[src/rtl/phr_pkg.sv]
// ----------------------------------------------------------------------------
// phr_pkg
// shared types and constants of the pixel hue rotation pipeline
// ----------------------------------------------------------------------------
package phr_pkg;

  // hue in degrees with 8 fraction bits
  localparam int unsigned DEG_FRAC   = 8;
  localparam int unsigned HUE_W      = 17;
  localparam int unsigned SUM_W      = 18;
  localparam int unsigned WGT_W      = 14;
  localparam int unsigned PROD_W     = 22;

  localparam logic [HUE_W-1:0] SIXTY_FX = HUE_W'(60 * 256);
  localparam logic [HUE_W-1:0] ONE20_FX = HUE_W'(120 * 256);
  localparam logic [HUE_W-1:0] ONE80_FX = HUE_W'(180 * 256);
  localparam logic [HUE_W-1:0] TWO40_FX = HUE_W'(240 * 256);
  localparam logic [HUE_W-1:0] THREE00_FX = HUE_W'(300 * 256);
  localparam logic [SUM_W-1:0] FULL_FX  = SUM_W'(360 * 256);
  localparam logic [SUM_W-1:0] TWO_FULL_FX = SUM_W'(720 * 256);

  // divider: 15 quotient bits, three per stage
  localparam int unsigned QBITS      = 15;
  localparam int unsigned DIV_BITS   = 3;
  localparam int unsigned DIV_STAGES = QBITS / DIV_BITS;
  localparam int unsigned NUM_W      = 23;

  // reciprocal of 15 for values below 4096, scaled by 2^16
  localparam logic [12:0] RECIP15    = 13'd4370;

  localparam logic [8:0]  SHIFT_RST  = 9'd180;

  // which channel is the minimum, sets the hue offset
  localparam logic [1:0] HB_BLUE_MIN  = 2'd0;
  localparam logic [1:0] HB_RED_MIN   = 2'd1;
  localparam logic [1:0] HB_GREEN_MIN = 2'd2;

  typedef enum logic [2:0] {
    SEC_0,
    SEC_1,
    SEC_2,
    SEC_3,
    SEC_4,
    SEC_5
  } sector_t;

  typedef struct packed {
    logic [7:0] mn;
    logic [7:0] delta;
    logic [1:0] hbase;
  } side_t;

endpackage

[src/rtl/phr_div.sv]
// ----------------------------------------------------------------------------
// phr_div
// pipelined restoring divider, 15 * 1024 * num / den, three quotient bits
// per stage, with pixel sideband carried alongside
// ----------------------------------------------------------------------------
module phr_div (
  input  logic                            clk,
  input  logic [phr_pkg::DIV_STAGES-1:0]  en,
  input  logic [8:0]                      num,
  input  phr_pkg::side_t                  side_in,
  output logic [phr_pkg::QBITS-1:0]       quot,
  output phr_pkg::side_t                  side_out
);
  import phr_pkg::*;

  logic [NUM_W-1:0] num_fx;
  logic [12:0]      num15;

  logic [NUM_W-1:0] dnum [DIV_STAGES];
  logic [7:0]       drem [DIV_STAGES];
  logic [QBITS-1:0] dq   [DIV_STAGES];
  side_t            dside [DIV_STAGES];

  // numerator times 15360 as (n * 15) << 10
  assign num15  = {num, 4'b0} - {4'b0, num};
  assign num_fx = {num15, 10'b0};

  for (genvar k = 0; k < DIV_STAGES; k++) begin : g_stage
    logic [NUM_W-1:0] n_in;
    logic [7:0]       r_in;
    logic [QBITS-1:0] q_in;
    side_t            s_in;
    logic [7:0]       r_out;
    logic [QBITS-1:0] q_out;

    if (k == 0) begin : g_first
      // top bits start the remainder, below the divisor whenever the divisor is nonzero
      assign n_in = num_fx;
      assign r_in = num_fx[NUM_W-1:QBITS];
      assign q_in = '0;
      assign s_in = side_in;
    end else begin : g_rest
      assign n_in = dnum[k-1];
      assign r_in = drem[k-1];
      assign q_in = dq[k-1];
      assign s_in = dside[k-1];
    end

    always_comb begin
      logic [8:0] trial;
      r_out = r_in;
      q_out = q_in;
      for (int j = 0; j < DIV_BITS; j++) begin
        trial = {r_out, n_in[QBITS - 1 - DIV_BITS * k - j]};
        if (trial >= {1'b0, s_in.delta}) begin
          trial = trial - {1'b0, s_in.delta};
          q_out[QBITS - 1 - DIV_BITS * k - j] = 1'b1;
        end
        r_out = trial[7:0];
      end
    end

    always_ff @(posedge clk) begin
      if (en[k]) begin
        dnum[k]  <= n_in;
        drem[k]  <= r_out;
        dq[k]    <= q_out;
        dside[k] <= s_in;
      end
    end
  end

  assign quot     = dq[DIV_STAGES-1];
  assign side_out = dside[DIV_STAGES-1];

endmodule

[src/rtl/pixel_hue_rotate_core.sv]
// ----------------------------------------------------------------------------
// pixel_hue_rotate_core
// rgb to hsv hue, add a programmable shift, back to rgb, and unless the output stalls, one pixel per clock
// ----------------------------------------------------------------------------
//  channel   signals                                   direction
//  input     in_valid/in_ready, red_in/green_in/blue_in  request in
//  output    out_valid/out_ready, red_out/green_out/...  request out
//  config    hue_shift_we, hue_shift                     write only
//
//  eleven register stages; unless out_ready stalls the output, one pixel accepted per cycle
//  the five-stage hue divider sets the depth; each stage has a valid bit
//  and a local ready, so bubbles close up and a stall freezes only the
//  stages that are full behind a held result
//  rst is synchronous: clears valid bits and loads a shift of 180 degrees
// ----------------------------------------------------------------------------
module pixel_hue_rotate_core (
  input  logic       clk,
  input  logic       rst,
  input  logic       in_valid,
  output logic       in_ready,
  input  logic [7:0] red_in,
  input  logic [7:0] green_in,
  input  logic [7:0] blue_in,
  output logic       out_valid,
  input  logic       out_ready,
  output logic [7:0] red_out,
  output logic [7:0] green_out,
  output logic [7:0] blue_out,
  input  logic       hue_shift_we,
  input  logic [8:0] hue_shift
);
  import phr_pkg::*;

  localparam int unsigned NST = DIV_STAGES + 6;

  // pipeline control
  logic [NST-1:0] vld;
  logic [NST-1:0] rdy;

  // shift register
  logic [8:0] shift;

  // stage 0: min, max, delta and numerator
  side_t      s0_side;
  logic [8:0] s0_num;
  side_t      s0_side_next;
  logic [8:0] s0_num_next;

  // divider output
  logic [QBITS-1:0] div_q;
  side_t            div_side;

  // stage 6: rotated hue
  logic [HUE_W-1:0] s6_rot;
  side_t            s6_side;
  logic [HUE_W-1:0] s6_rot_next;

  // stage 7: sector and weight
  sector_t          s7_sector;
  logic [WGT_W-1:0] s7_w;
  side_t            s7_side;
  sector_t          s7_sector_next;
  logic [WGT_W-1:0] s7_w_next;

  // stage 8: delta times weight
  logic [PROD_W-1:0] s8_prod;
  sector_t           s8_sector;
  side_t             s8_side;

  // stage 9: intermediate value
  logic [7:0] s9_x;
  sector_t    s9_sector;
  side_t      s9_side;
  logic [7:0] s9_x_next;

  logic [7:0] red_next;
  logic [7:0] green_next;
  logic [7:0] blue_next;

  // ready ripples back from the output; a stage loads when empty or draining
  always_comb begin
    rdy[NST-1] = !vld[NST-1] || out_ready;
    for (int i = NST - 2; i >= 0; i--) begin
      rdy[i] = !vld[i] || rdy[i+1];
    end
  end

  assign in_ready  = rdy[0];
  assign out_valid = vld[NST-1];

  always_ff @(posedge clk) begin
    if (rst) begin
      vld <= '0;
    end else begin
      if (rdy[0]) begin
        vld[0] <= in_valid;
      end
      for (int i = 1; i < NST; i++) begin
        if (rdy[i]) begin
          vld[i] <= vld[i-1];
        end
      end
    end
  end

  always_ff @(posedge clk) begin
    if (rst) begin
      shift <= SHIFT_RST;
    end else if (hue_shift_we) begin
      shift <= hue_shift;
    end
  end

  // stage 0: blue wins ties for minimum, then red
  always_comb begin
    logic [7:0] mx;
    logic [7:0] mn;
    logic [7:0] dl;
    logic [9:0] acc;
    mx = (red_in > green_in) ? red_in : green_in;
    mx = (mx > blue_in) ? mx : blue_in;
    mn = (red_in < green_in) ? red_in : green_in;
    mn = (mn < blue_in) ? mn : blue_in;
    dl = mx - mn;
    if (mn == blue_in) begin
      acc = {2'b0, green_in} + {2'b0, dl} - {2'b0, red_in};
      s0_side_next.hbase = HB_BLUE_MIN;
    end else if (mn == red_in) begin
      acc = {2'b0, blue_in} + {2'b0, dl} - {2'b0, green_in};
      s0_side_next.hbase = HB_RED_MIN;
    end else begin
      acc = {2'b0, red_in} + {2'b0, dl} - {2'b0, blue_in};
      s0_side_next.hbase = HB_GREEN_MIN;
    end
    s0_side_next.mn    = mn;
    s0_side_next.delta = dl;
    s0_num_next        = acc[8:0];
  end

  always_ff @(posedge clk) begin
    if (rdy[0]) begin
      s0_side <= s0_side_next;
      s0_num  <= s0_num_next;
    end
  end

  // stages 1..5: hue fraction within the sector pair
  phr_div u_div (
    .clk      (clk),
    .en       (rdy[DIV_STAGES:1]),
    .num      (s0_num),
    .side_in  (s0_side),
    .quot     (div_q),
    .side_out (div_side)
  );

  // stage 6: add sector offset and shift, wrap at 360 degrees
  always_comb begin
    logic [HUE_W-1:0] base;
    logic [HUE_W-1:0] hue;
    logic [SUM_W-1:0] sum;
    logic [SUM_W-1:0] wrapped;
    case (div_side.hbase)
      HB_BLUE_MIN:  base = '0;
      HB_RED_MIN:   base = ONE20_FX;
      HB_GREEN_MIN: base = TWO40_FX;
      default:      base = '0;
    endcase
    hue = {2'b0, div_q} + base;
    sum = {1'b0, hue} + {1'b0, shift, {DEG_FRAC{1'b0}}};
    if (sum >= TWO_FULL_FX) begin
      wrapped = sum - TWO_FULL_FX;
    end else if (sum >= FULL_FX) begin
      wrapped = sum - FULL_FX;
    end else begin
      wrapped = sum;
    end
    s6_rot_next = wrapped[HUE_W-1:0];
  end

  always_ff @(posedge clk) begin
    if (rdy[DIV_STAGES+1]) begin
      s6_rot  <= s6_rot_next;
      s6_side <= div_side;
    end
  end

  // stage 7: sector and triangle weight 60 - |f - 60|
  always_comb begin
    logic [HUE_W-1:0] pair_base;
    logic [HUE_W-1:0] f;
    logic [HUE_W-1:0] tri_dist;
    logic [HUE_W-1:0] wgt;
    if (s6_rot < SIXTY_FX) begin
      s7_sector_next = SEC_0;
      pair_base      = '0;
    end else if (s6_rot < ONE20_FX) begin
      s7_sector_next = SEC_1;
      pair_base      = '0;
    end else if (s6_rot < ONE80_FX) begin
      s7_sector_next = SEC_2;
      pair_base      = ONE20_FX;
    end else if (s6_rot < TWO40_FX) begin
      s7_sector_next = SEC_3;
      pair_base      = ONE20_FX;
    end else if (s6_rot < THREE00_FX) begin
      s7_sector_next = SEC_4;
      pair_base      = TWO40_FX;
    end else begin
      s7_sector_next = SEC_5;
      pair_base      = TWO40_FX;
    end
    f        = s6_rot - pair_base;
    tri_dist = (f >= SIXTY_FX) ? (f - SIXTY_FX) : (SIXTY_FX - f);
    wgt      = SIXTY_FX - tri_dist;
    s7_w_next = wgt[WGT_W-1:0];
  end

  always_ff @(posedge clk) begin
    if (rdy[DIV_STAGES+2]) begin
      s7_sector <= s7_sector_next;
      s7_w      <= s7_w_next;
      s7_side   <= s6_side;
    end
  end

  // stage 8: chroma times weight
  always_ff @(posedge clk) begin
    if (rdy[DIV_STAGES+3]) begin
      s8_prod   <= PROD_W'(s7_side.delta) * PROD_W'(s7_w);
      s8_sector <= s7_sector;
      s8_side   <= s7_side;
    end
  end

  // stage 9: divide by 15360 as a shift by 10 then times 1/15
  always_comb begin
    logic [24:0] scaled;
    scaled    = 25'(s8_prod[PROD_W-1:10]) * 25'(RECIP15);
    s9_x_next = scaled[23:16];
  end

  always_ff @(posedge clk) begin
    if (rdy[DIV_STAGES+4]) begin
      s9_x      <= s9_x_next;
      s9_sector <= s8_sector;
      s9_side   <= s8_side;
    end
  end

  // stage 10: six-sector rebuild into the output register
  always_comb begin
    logic [7:0] mid;
    logic [7:0] mx;
    mid = s9_side.mn + s9_x;
    mx  = s9_side.mn + s9_side.delta;
    red_next   = s9_side.mn;
    green_next = s9_side.mn;
    blue_next  = s9_side.mn;
    case (s9_sector)
      SEC_0: begin
        red_next   = mx;
        green_next = mid;
      end
      SEC_1: begin
        red_next   = mid;
        green_next = mx;
      end
      SEC_2: begin
        green_next = mx;
        blue_next  = mid;
      end
      SEC_3: begin
        green_next = mid;
        blue_next  = mx;
      end
      SEC_4: begin
        red_next  = mid;
        blue_next = mx;
      end
      default: begin
        red_next  = mx;
        blue_next = mid;
      end
    endcase
  end

  always_ff @(posedge clk) begin
    if (rdy[NST-1]) begin
      red_out   <= red_next;
      green_out <= green_next;
      blue_out  <= blue_next;
    end
  end

endmodule

[config.mk]
export PLATFORM = sky130hd
export DESIGN_NAME = pixel_hue_rotate_core
export DESIGN_NICKNAME = d
export VERILOG_FILES = /design/src/rtl/phr_pkg.sv /design/src/rtl/phr_div.sv /design/src/rtl/pixel_hue_rotate_core.sv
export SDC_FILE = /design/constraint.sdc
export NUM_CORES = 1
export LEC_CHECK = 0
export BUFFER_PORTS_ARGS = -buffer_cell sky130_fd_sc_hd__buf_2
export CORE_MARGIN = 2
export CORE_UTILIZATION = 50
export CTS_CLUSTER_DIAMETER = 200
export DETAILED_ROUTE_END_ITERATION = 7
export PLACE_DENSITY = 0.72
export REMOVE_ABC_BUFFERS = 1
export SLEW_MARGIN = 10
export SYNTH_ARGS = -nofsm -noshare
export SYNTH_HDL_FRONTEND = slang
export SYNTH_SLANG_ARGS = --single-unit
export TNS_END_PERCENT = 1
[constraint.sdc]
create_clock -name clk -period 11.29 [get_ports clk]
set_input_delay 1.129 -clock clk [delete_from_list [all_inputs] [get_ports clk]]
set_output_delay 1.129 -clock clk [all_outputs]
set_load 0.05 [all_outputs]
==> impl_metrics.py, run 1 <==
metrics = {
    "floorplan": {
        "start_util_pct": 50.7,
        "fp-row-count": 87,
        "ios": 64,
        "fp.coreArea_um2": 56400,
        "die_area_um2": 59100,
        "fp.dieH_um": 243,
        "die_x_um": 243,
    },
    "clock_tree": {
        "clk_pin_slew_worst_paths_ps": 70,
        "ctsHoldBuffers": 0,
        "cts-root-buf": "clkbuf_16",
        "insertion_delay_ps": 560,
        "cts_sinks": 364,
        "cts-htree-levels": 2,
        "tritoncts": "yes",
        "post_cts_resized": 0,
        "post_cts.repair.setup_buffers": 0,
        "numCtsBuffers": 41,
        "cts.path.max_buffers": 3,
    },
    "sta": {
        "period_share_pct": 80.8,
        "period_needed_ps": 9120,
        "hold_violations": 0,
        "slew_viol_final": 0,
        "whs_ps": 412,
        "fin_skew_ps": 28.2,
        "rsz0062_at_grt": "false",
        "slew_headroom_pct": 22.3,
        "fmax_mhz": 110,
        "timing.setup.tns_ps": 0,
        "worst_slew_pin_slew_ps": 1160,
        "setup_viol": 0,
    },
    "cells_and_area": {
        "nFillCells": 4899,
        "design_area_um2": 31000,
        "multi_input_area_um2": 16500,
        "syn_to_final_growth_pct": 8.65,
        "drive_above_1_share_pct": 8.06,
        "nets": 3292,
        "antenna_cells": 0,
        "regArea_um2": 10700,
    },
    "grt": {
        "grt_pass1_vias": 21067,
        "grt_max_degree": 51,
        "grt_pass1_wl_um": 109000,
        "grt.overflow.total": 0,
        "track_usage_pct": 22.7,
        "antenna_found_initial": 3,
    },
    "setup_path": {
        "r2r_slack_ps": 2280,
        "cpPeakStageDelay_ps": 770,
        "rr_endpoint": "u_div.drem[0][1]$_DFFE_PP_",
        "end_kind": "flop",
        "path_class": "input port to flop",
        "start_kind": "input port",
        "r2r_start": "s0_num[0]$_DFFE_PP_",
        "crit_slowest_cell": "nor2_1",
        "cp-startpoint": "red_in[1]",
        "crit_required_ps": 11610,
        "crit_arrival_ps": 9440,
        "reg2reg_depth": 31,
        "path_max_fanout": 15,
    },
    "outcome": {
        "outcome": "complete, no violations",
    },
    "yosys": {
        "yosys.area.top_type_share_pct": 36.2,
        "synthSimpleGateAreaFrac_pct": 11.9,
        "ys.flop_type": "edfxtp_1",
        "synth-edff-count": 344,
        "async_reset_ff_share_pct": 0,
        "synthTopCellsByCount": "344 x edfxtp_1, 326 x ha_1, 309 x inv_1",
        "synthXorXnorAreaFrac_pct": 5.67,
        "synth_top_family_by_area": "adder cells",
        "yosysUniqueCellTypes": 107,
        "synth_compound_area_share_pct": 14.4,
        "yosysMostFrequentCell": "edfxtp_1",
        "yosys-top-cells-area": "edfxtp_1 36%, ha_1 14%, fa_1 8.2%",
        "synth_mux_area_share_pct": 3.09,
        "yosys_register_bits": 364,
        "ys_seq_area_share_pct": 37.6,
        "yosysWarningCount": 0,
        "yosysTopAreaCell": "edfxtp_1",
        "avgSynthCellArea_um2": 10.4,
        "syn_area_um2": 28600,
        "synthCells": 2744,
        "synth_fa_ha_area_share_pct": 22.5,
    },
    "routing": {
        "drt_wl_total_um": 66900,
        "remaining_drc_errors": 0,
        "post_drt_wl_per_cell_um": 18.6,
        "drt_iter0_drc": 1343,
        "antenna_left": 0,
        "first_pass_iters": 6,
        "vias": 20733,
        "vias_per_cell": 5.76,
    },
    "place": {
        "dpl_cell_area_um2": 29700,
        "routabilityCongestion": 0.945,
        "portBuffers": 63,
        "dp_hpwl_um": 52300,
    },
    "flow_run": {
        "cap_violations": 0,
    },
    "hold_path": {
        "hold_class": "flop to flop",
        "min_from": "s6_side[9]$_DFFE_PP_",
        "min_path_cells": 0,
        "min_to": "s7_side[9]$_DFFE_PP_",
    },
}
cell type report:
class	instances	area share [%]
clock inverter	29	0.947
sequential	364	34.6
multi-input combinational	2017	53.0
timing repair buffer	73	1.26
clock buffer	45	3.35
inverter	314	3.80
tap	756	3.05
placed cells by master (no fill, tap or decap), types with 44 or more instances in the layout:
cell / Yosys / final
nand2_1: 196 / 195
a21oi_1: 151 / 151
buf_2: 6 / 63
ha_1: 326 / 326
nor2_1: 182 / 182
edfxtp_1: 344 / 344
xnor2_1: 126 / 126
and2_1: 61 / 61
mux2i_1: 45 / 45
o21ai_0: 142 / 142
a21o_1: 56 / 56
fa_1: 117 / 117
nand3_1: 45 / 44
inv_1: 309 / 308
xor2_1: 52 / 52
worst max-delay path by stage:
stage	end	slack, ps	depth (start not counted)
final	s0_num[8]$_DFFE_PP_	2170	35
after global routing	s0_num[8]$_DFFE_PP_	1440	35
after CTS	s0_num[8]$_DFFE_PP_	2410	34
after detailed placement	s0_num[8]$_DFFE_PP_	1810	35
after global placement	s0_num[8]$_DFFE_PP_	1940	34
after floorplan	s0_num[8]$_DFFE_PP_	3510	31
per-layer routing:
metal	wire, µm	global-route usage [%]
met1	28100	27.9
met4	1760	6.80
met3	2940	2.78
met5	41	0
met2	34100	41.3
through the flow:
| stage | std cells | util (%) | worst slack, ps |
|---|---|---|---|
| floorplan | 2695 | - | 3510 |
| global placement | 3524 | 52.7 | 1940 |
| detailed placement | 3524 | 52.7 | 1810 |
| CTS | 3598 | 55.0 | 2410 |
| global route | 3598 | 55.0 | 1440 |
| finish | 3598 | 55.0 | 2170 |
sequential cells by signal, summed over array words and instances, names as in the netlist, 14 cells and up:
| signal | flops |
|---|---|
| u_div.dside | 90 |
| u_div.dq | 45 |
| u_div.drem | 32 |
| s0_side | 18 |
| s6_rot | 17 |
| s6_side | 16 |
| s7_side | 16 |
| s8_side | 16 |
| s9_side | 16 |
| s7_w | 14 |
critical path, delay by kind of cell:
family | cells | cell delay, ps
AOI/OAI and AO/OA | 17 | 3610
adders and majority gates | 5 | 1710
buffers and inverters | 3 | 530
xor gates and xnor gates | 3 | 690
and+or+nand+nor | 7 | 1750
cells by family (layout without fill, tap and decap cells):
| kind of cell | Yosys count | in the layout |
|---|---|---|
| AOI/OAI and AO/OA | 617 | 617 |
| xor gates and xnor gates | 181 | 181 |
| adders and majority gates | 444 | 444 |
| buffers and inverters | 363 | 461 |
| DFF | 364 | 364 |
| muxes | 83 | 83 |
| and+or+nand+nor | 692 | 692 |
Power of run 1 is not shown: default switching activity piles up to over one toggle a cycle in this logic, so the estimate is an artifact.
==> inputs of run 2 (changes only) <==
- clock period: 11.29 -> 8.5 ns (I/O delays scaled with it)
==> run 2 against run 1 <==
  * Non-clock buffer count increased by 45
  * Final cell count increased by 1.3%
  * Critical endpoint is now u_div.drem[0][3]$_DFFE_PP_
  * Clock-buffer cell count rose by 6
  * Flip-flop and latch count stayed put
  * Register-to-register slack worse by 1700 ps
  * Die area did not move
  * Clock skew increased by 11 ps
==> impl_metrics.py, run 2 (synthesis gave the netlist of run 1 again) <==
metrics = {
    "sta": {
        "fmax_mhz": 126,
        "setup_viol": 0,
        "whs_ps": 392,
        "slew_headroom_pct": 23.8,
        "period_share_pct": 93.6,
        "worst_slew_pin_slew_ps": 1140,
        "fin_skew_ps": 39.4,
        "period_needed_ps": 7960,
        "slew_viol_final": 0,
        "hold_violations": 0,
    },
    "grt": {
        "track_usage_pct": 23.0,
        "grt_max_degree": 51,
        "grt_pass1_vias": 21291,
        "antenna_found_initial": 3,
        "grt.overflow.total": 0,
        "grt_pass1_wl_um": 110000,
    },
    "cells_and_area": {
        "top_regs": "u_div.dside (90), u_div.dq (45), u_div.drem (32)",
        "largest_register_ffs": 90,
        "nFillCells": 4768,
        "antenna_cells": 0,
        "regArea_um2": 10700,
        "syn_to_final_growth_pct": 10.3,
        "most-common-layout-cells": "344 x edfxtp_1, 326 x ha_1, 307 x inv_1",
        "drive_above_1_share_pct": 9.83,
        "design_area_um2": 31500,
        "stdcell_count": 3644,
        "layout_commonest_cell": "edfxtp_1",
        "largest_register": "u_div.dside",
        "multi_input_area_um2": 16500,
        "final_util_pct": 55.9,
        "nets": 3337,
    },
    "place": {
        "dp.cells": 3568,
        "dp_hpwl_um": 53100,
        "dpl_cell_area_um2": 30000,
        "portBuffers": 63,
        "routabilityCongestion": 0.956,
    },
    "setup_path": {
        "path_class": "flop to flop",
        "path_max_fanout": 9,
        "end_kind": "flop",
        "crit_top_cell": "ha_1",
        "crit_required_ps": 8810,
        "crit_arrival_ps": 8270,
        "start_kind": "flop",
        "crit_slowest_cell": "or4_4",
        "cpPeakStageDelay_ps": 510,
        "r2r_slack_ps": 540,
    },
    "floorplan": {
        "fp.coreArea_um2": 56400,
        "start_util_pct": 50.7,
        "die_x_um": 243,
        "fp.dieH_um": 243,
        "die_area_um2": 59100,
        "fp-row-count": 87,
        "ios": 64,
    },
    "clock_tree": {
        "cts-root-buf": "clkbuf_16",
        "tritoncts": "yes",
        "cts.path.max_buffers": 3,
        "cts-htree-levels": 2,
        "numCtsBuffers": 41,
        "insertion_delay_ps": 570,
        "clk_pin_slew_worst_paths_ps": 60,
        "ctsHoldBuffers": 0,
        "cts_sinks": 364,
    },
    "hold_path": {
        "hold_class": "flop to flop",
    },
    "routing": {
        "vias": 20891,
        "remaining_drc_errors": 0,
        "post_drt_wl_per_cell_um": 18.6,
        "drt_wl_total_um": 67800,
        "drt_iter0_drc": 1444,
        "antenna_left": 0,
        "vias_per_cell": 5.73,
        "first_pass_iters": 5,
    },
    "outcome": {
        "outcome": "complete, no violations",
    },
    "flow_run": {
        "cap_violations": 0,
    },
}
## run 2: cell types whose count changed in the layout (fill, tap and decap cells not counted), moves of 3 or more
cell | previous run | this run
bufinv_16 | 3 | 6
inv_6 | 4 | 1
clkinvlp_4 | 5 | 1
clkbuf_8 | 0 | 5
buf_4 | 10 | 55
clkinv_2 | 7 | 10
clkinv_1 | 7 | 4
## run 2: layout make-up
| cell class | instances | share of cell area (%) |
|---|---|---|
| clock inverter | 24 | 1.07 |
| inverter | 314 | 3.74 |
| timing repair buffer | 118 | 2.31 |
| multi-input combinational | 2017 | 52.3 |
| sequential | 364 | 34.0 |
| clock buffer | 51 | 3.53 |
| tap | 756 | 3.00 |
## run 2: per-stage QoR
stage	setup TNS (ps)	worst slack, ps
floorplan	0	907
global placement	0	672
detailed placement	0	296
CTS	0	267
global route	-44.2	-36.3
finish	0	542
## run 2: final timing paths
| path | startpoint | end | depth (start not counted) |
|---|---|---|---|
| setup / recovery | s0_num[0]$_DFFE_PP_ | u_div.drem[0][3]$_DFFE_PP_ | 31 |
| hold / removal | s7_side[10]$_DFFE_PP_ | s8_side[10]$_DFFE_PP_ | 0 |
| setup reg to reg | s0_num[0]$_DFFE_PP_ | u_div.drem[0][3]$_DFFE_PP_ | 31 |
| hold reg to reg | s7_side[10]$_DFFE_PP_ | s8_side[10]$_DFFE_PP_ | 0 |
## run 2: metal layers
layer | up-vias | wire length [µm] | GRT usage (%)
li1 | 10014 | - | -
met1 | 10164 | 27800 | 27.8
met2 | 565 | 34900 | 42.0
met3 | 144 | 2940 | 2.76
met4 | 4 | 2080 | 7.81
met5 | - | 27 | 0
## run 2: what timing repair did
action                     in CTS  in global routing
setup endpoints to repair       0                 12
resized for setup               0                  8
buffers inserted                0                  1
## run 2: worst max-delay path, delay by kind of cell, from the launching register on
family / cells / cell delay, ps
xor gates and xnor gates: 1 / 200
muxes: 2 / 620
and+or+nand+nor: 9 / 2260
AOI/OAI and AO/OA: 13 / 2590
DFF: 1 / 480
buffers and inverters: 2 / 300
adders and majority gates: 4 / 1230
Power of run 2 is left out for the same reason.
